==> config.mk <==
export PLATFORM = sky130hd
export DESIGN_NAME = cps_out_fifo
export DESIGN_NICKNAME = d
export VERILOG_FILES = /design/src/hw/rtl/cps_pkg.sv /design/src/hw/rtl/cps_out_fifo.sv
export SDC_FILE = /design/constraint.sdc
export NUM_CORES = 1
export LEC_CHECK = 0
export BUFFER_PORTS_ARGS = -buffer_cell sky130_fd_sc_hd__buf_2
export CAP_MARGIN = 40
export CORE_MARGIN = 5
export CORE_UTILIZATION = 30
export CTS_CLUSTER_DIAMETER = 200
export DETAILED_ROUTE_END_ITERATION = 10
export SKIP_CTS_REPAIR_TIMING = 1
export SLEW_MARGIN = 10
export SYNTH_ARGS = -nofsm -noshare
export SYNTH_HDL_FRONTEND = slang
export SYNTH_SLANG_ARGS = --single-unit
==> constraint.sdc <==
create_clock -name clk -period 12.3 [get_ports clk]
set_input_delay 0.615 -clock clk [delete_from_list [all_inputs] [get_ports clk]]
set_output_delay 0.615 -clock clk [all_outputs]
set_load 0.05 [all_outputs]
==> src/hw/rtl/cps_pkg.sv <==
package cps_pkg;

  // defaults for the top level parameters
  localparam int MAX_WIDTH_DEF    = 128;
  localparam int MAX_HEIGHT_DEF   = 128;
  localparam int MAX_CHANNELS_DEF = 4;

  // radius saturates here; the sequencer counters are sized for it
  localparam int MAX_RADIUS = 4;

  // fixed field widths
  localparam int NUM_CH     = 4;
  localparam int CH_W       = 32;
  localparam int INDEX_W    = 14;
  localparam int DIM_W      = 8;
  localparam int COL_W      = 9;
  localparam int RAD_W      = 3;
  localparam int NCH_W      = 3;
  localparam int CTR_W      = 3;
  localparam int SPAN_W     = 2;
  localparam int CFG_IDX_W  = 3;
  localparam int CFG_DATA_W = 8;

  // command queue between front and back, power of two
  localparam int IN_DEPTH  = 2;
  localparam int IN_PTR_W  = $clog2(IN_DEPTH);
  localparam int IN_LVL_W  = $clog2(IN_DEPTH) + 1;

  // result queue, power of two
  localparam int OUT_DEPTH = 8;
  localparam int OUT_PTR_W = $clog2(OUT_DEPTH);
  localparam int OUT_LVL_W = $clog2(OUT_DEPTH) + 1;

  typedef enum logic [CFG_IDX_W-1:0] {
    CFG_RADIUS   = 3'd0,
    CFG_STEP     = 3'd1,
    CFG_WIDTH    = 3'd2,
    CFG_HEIGHT   = 3'd3,
    CFG_CHANNELS = 3'd4
  } cfg_idx_t;

  typedef enum logic {
    CMD_LOAD    = 1'b0,
    CMD_REQUEST = 1'b1
  } cmd_kind_t;

  typedef struct packed {
    cmd_kind_t                        kind;
    logic                             in_store;
    logic [INDEX_W-1:0]               index;
    logic [NUM_CH-1:0][CH_W-1:0]      ch;
  } cmd_t;

  // configuration after saturation to legal ranges
  typedef struct packed {
    logic [DIM_W-1:0] width;
    logic [DIM_W-1:0] height;
    logic [RAD_W-1:0] radius;
    logic [DIM_W-1:0] step;
    logic [NCH_W-1:0] channels;
  } eff_cfg_t;

  typedef struct packed {
    logic [NUM_CH-1:0][CH_W-1:0] ch;
    logic                        last;
  } pix_t;

endpackage

==> src/hw/rtl/cps_out_fifo.sv <==
module cps_out_fifo (
  input  logic                            clk,
  input  logic                            rst_n,
  input  logic                            push,
  input  cps_pkg::pix_t                   push_data,
  input  logic                            pop,
  output logic                            empty,
  output cps_pkg::pix_t                   head,
  output logic [cps_pkg::OUT_LVL_W-1:0]   level
);

  cps_pkg::pix_t                      q_r [cps_pkg::OUT_DEPTH];
  logic [cps_pkg::OUT_PTR_W-1:0]      wr_ptr_r, wr_ptr_nxt;
  logic [cps_pkg::OUT_PTR_W-1:0]      rd_ptr_r, rd_ptr_nxt;
  logic [cps_pkg::OUT_LVL_W-1:0]      level_r, level_nxt;
  logic                               take;

  assign empty = (level_r == '0);
  assign take  = pop && !empty;
  assign head  = q_r[rd_ptr_r];
  assign level = level_r;

  // the back end only pushes when it holds a credit
  always_comb begin
    wr_ptr_nxt = push ? wr_ptr_r + 1'b1 : wr_ptr_r;
    rd_ptr_nxt = take ? rd_ptr_r + 1'b1 : rd_ptr_r;
    level_nxt  = level_r + cps_pkg::OUT_LVL_W'(push) - cps_pkg::OUT_LVL_W'(take);
  end

  always_ff @(posedge clk) begin
    if (!rst_n) begin
      wr_ptr_r <= '0;
      rd_ptr_r <= '0;
      level_r  <= '0;
    end else begin
      wr_ptr_r <= wr_ptr_nxt;
      rd_ptr_r <= rd_ptr_nxt;
      level_r  <= level_nxt;
    end
  end

  always_ff @(posedge clk) begin
    if (push) begin
      q_r[wr_ptr_r] <= push_data;
    end
  end

endmodule

==> key figures <==
Global route
  • Via count of the first global-routing pass: 18,800
  • First-pass GRT wire length: 127,300 µm
  • Total grt overflow: 0
  • Overall fraction of global-route tracks in use: 0.1231
  • Pin count of the biggest net entering global routing: 105
  • Initial antenna violation count: 28

Clock network
  • Root buffer selected by CTS: sky130_fd_sc_hd__clkbuf_16
  • Count of clock tree sinks: 1,045
  • Largest buffer count on any clock path: 3
  • Num CTS Buffers: 108
  • Worst skew pair latency: 0.69 ns
  • H-Tree Depth: 3
  • CTS tree: built
  • Clock-pin slew on the worst setup and hold paths: 0.06 ns

Critical path
  • CP peak stage delay: 0.76 ns
  • Slowest CP cell: sky130_fd_sc_hd__buf_4
  • Number of buffers and inverters on the critical path: 3
  • Crit. End Element: output port
  • Critical Path Most Common Cell: sky130_fd_sc_hd__buf_4
  • Dominant delay contributor by cell family on the critical path: buffers and inverters
  • Worst path arrival time: 4.05 ns
  • Crit Path Max Fanout: 42
  • Critical path data required time: 11.69 ns
  • Source of the worst register-to-register timing path: wr_ptr_r[0]
  • Critical path, cell by cell: buf_4 > buf_4 > mux4_1 > mux2_2 > buf_2
  • Type of the worst setup path: flop to output port
  • Critical path startpoint category: flop

Cells and area
  • Share of layout cells above drive strength 1: 0.3825
  • Post-Route Utilization: 0.3578
  • Layout Nets: 2,054
  • Layout Cell Area excl Fill: 47,100 µm²
  • Number of fill cells: 11,980
  • Area grow syn2layout: 18.28%
  • Area of the multi-input gates: 8090 µm²
  • Sequential cell area: 31,260 µm²

STA
  • Period Utilization, post-route: 0.3794
  • Setup TNS: 0 ns
  • Total setup violations reported at the end of the flow: 0
  • Worst slew margin: 0.3971
  • Setup repair after global routing missed its margin: false
  • Worst clock skew: 0.03901 ns
  • Max-slew violation count: 0
  • Maximum clock frequency: 214.3 MHz
  • Endpoints failing hold: 0
  • Crit path time final: 4.667 ns
  • Fin worst setup slack: 7.633 ns
  • Worst-margin pin slew: 0.9044 ns

Route
  • Total wire length: 87,890 µm
  • Number of vias per cell: 4.649
  • DRC errors left: 0
  • Detailed-routing iteration count for the pre-antenna-repair pass: 4
  • Detailed-route wire length per cell: 23.34 µm
  • Initial DRC Count: 1,170
  • Antenna violation net count after detailed routing: 0
  • Vias after detailed routing: 17,510

Synth
  • Share of the yosys chip area belonging to registers: 0.7848
  • Post-synth net total: 1,702
  • Syn Inst Count: 1,562
  • Synthesized area: 39,820 µm²
  • FF+latch count, synth: 1,045
  • Number of flops mapped to enable cells by yosys: 1,032
  • Async S/R FF share, synth: 0
  • Yosys warning count: 0
  • Prevailing post-synth register cell: sky130_fd_sc_hd__edfxtp_1
  • Number of different library cells in the post-synthesis netlist: 31
  • Average cell area after synthesis: 25.49 µm²

Power and ir drop
  • Part of the power in the clock network: 0.361
  • Power Total: 8.938 mW
  • Leakage Power: 14.91 nW
  • Power per cell area: 189.8 nW/µm²
  • P_int: 6.478 mW
  • Net load switching power: 2.461 mW
  • Net switching fraction of the power: 0.2753
  • Share of total power in sequential cells: 0.456
  • Logic gate share of total power: 0.183
  • Worst supply voltage drop on vdd: 0.1313 mV

Floorplan
  • I/O pin cnt: 267
  • Vertical die dimension: 374.3 µm
  • Die Area: 140,100 µm²
  • Die X: 374.3 µm
  • Site Rows: 133
  • Initial cell density of the core: 0.3025
  • Core region area: 131,600 µm²

Placed design
  • Worst setup slack before clock tree synthesis: 8.222 ns
  • Instance area at placement: 43,560 µm²
  • RePlAce Congestion: 0.6735
  • Count of input and output buffers: 266
  • Final HPWL from detailed placement: 50,850 µm

Hold path
  • Hold Crit Class: input port to flop
  • Startpoint of the tightest hold check path: push_data[7]

Run status
  • Status: completed

Run
  • Max cap viols: 0
## sequential cells by signal (all words and copies together), names as in the netlist, named ones only
register  count
rd_ptr_r      3
q_r        1032
wr_ptr_r      3
level         4
## metal layers
layer | wire length [µm] | track usage | vias to the layer above
met5 | 120 | 0 | -
met4 | 2385 | 0.03970 | 16
met3 | 5812 | 0.03407 | 162
met2 | 44270 | 0.2097 | 460
met1 | 35300 | 0.1522 | 9333
li1 | - | - | 7536
## power by group through the flow
stage	clock (mW)	sequential [mW]	combinational [mW]
2_1_floorplan	0	4.14	1.26
5_1_grt	3.48	4.08	1.73
4_1_cts	3.33	4.08	1.68
3_5_place_dp	0	4.15	1.67
6_report	3.23	4.07	1.64
3_3_place_gp	0	4.16	1.63
## stage by stage
stage / hold slack [ns] / cells
floorplan: 0.4639 / 1562
global placement: 0.4734 / 3544
detailed placement: 0.4965 / 3559
CTS: 0.06522 / 3755
global route: 0.1100 / 3757
finish: 0.1652 / 3766
## worst register-to-register path, cell delays in order, from the launching register on
cell                       delay, ns
sky130_fd_sc_hd__dfxtp_1        0.49
sky130_fd_sc_hd__nand2b_1       0.21
sky130_fd_sc_hd__nor2_4         0.53
sky130_fd_sc_hd__buf_4          0.69
sky130_fd_sc_hd__buf_4          0.77
## cells in the final DEF (no fill, tap or decap), drive strengths merged
| cell | n |
|---|---|
| clkinv | 46 |
| nor2b | 1 |
| clkbuf | 127 |
| fa | 1 |
| nand2b | 6 |
| nor3b | 1 |
| inv | 8 |
| xor2 | 2 |
| bufinv | 13 |
| ha | 6 |
| or3 | 1 |
| mux4 | 258 |
| xnor2 | 1 |
| diode | 11 |
| a21o | 1 |
| o21ai | 1 |
| nor3 | 2 |
| nor2 | 6 |
| nand2 | 8 |
| edfxtp | 1032 |
| mux2i | 7 |
| a21boi | 2 |
| and2 | 5 |
| buf | 316 |
| clkinvlp | 5 |
| a21oi | 1 |
| mux2 | 129 |
| dfxtp | 13 |
| or2 | 1 |
## cell families (layout without fill, tap and decap cells)
| family | count (synthesis) | after routing | synth area share |
|---|---|---|---|
| flops | 1045 | 1045 | 0.7848 |
| mux | 394 | 394 | 0.1940 |
| buf+inv | 77 | 515 | 0.01342 |
| simple gates | 31 | 31 | 0.003960 |
| fa+ha+maj | 7 | 7 | 0.002388 |
| compound gates | 5 | 5 | 0.0008167 |
| xor+xnor | 3 | 3 | 0.0006600 |
| other cells | 0 | 11 | 0 |
## synthesized netlist by cell type (2+ instances only)
| cell type | n | area (µm²) |
|---|---|---|
| sky130_fd_sc_hd__mux4_1 | 104 | 2733 |
| sky130_fd_sc_hd__clkbuf_1 | 20 | 75.07 |
| sky130_fd_sc_hd__buf_2 | 20 | 100.1 |
| sky130_fd_sc_hd__and2_1 | 5 | 31.28 |
| sky130_fd_sc_hd__mux2i_1 | 7 | 70.07 |
| sky130_fd_sc_hd__nand2_1 | 8 | 30.03 |
| sky130_fd_sc_hd__mux4_2 | 154 | 3468 |
| sky130_fd_sc_hd__nor2_1 | 6 | 22.52 |
| sky130_fd_sc_hd__inv_1 | 3 | 11.26 |
| sky130_fd_sc_hd__mux2_2 | 129 | 1453 |
| sky130_fd_sc_hd__xor2_1 | 2 | 17.52 |
| sky130_fd_sc_hd__nand2b_1 | 6 | 37.54 |
| sky130_fd_sc_hd__buf_8 | 3 | 45.04 |
| sky130_fd_sc_hd__buf_1 | 6 | 22.52 |
| sky130_fd_sc_hd__ha_1 | 6 | 75.07 |
| sky130_fd_sc_hd__a21boi_0 | 2 | 15.01 |
| sky130_fd_sc_hd__nor3_1 | 2 | 10.01 |
| sky130_fd_sc_hd__buf_6 | 23 | 259.0 |
| sky130_fd_sc_hd__dfxtp_1 | 13 | 260.3 |
| sky130_fd_sc_hd__edfxtp_1 | 1032 | 30990 |
## cell type report
class                           count  area share
Clock inverter                     69     0.01482
Timing Repair Buffer              316     0.04240
Inverter                            3   0.0002391
Antenna cell                       11   0.0005845
Multi-Input combinational cell    440      0.1718
Clock buffer                      127     0.05980
Sequential cell                  1045      0.6638
Tap cell                         1755     0.04662
## final timing paths
check	endpoint	slack, ns	cells after the start
worst max-delay path	head[126]	7.63	5
worst min-delay path	q_r[4][7]	0.17	1
worst max register to register	q_r[1][115]	9.12	4
worst min register to register	rd_ptr_r[1]	0.50	2
Power figures use the tool's default switching activity.
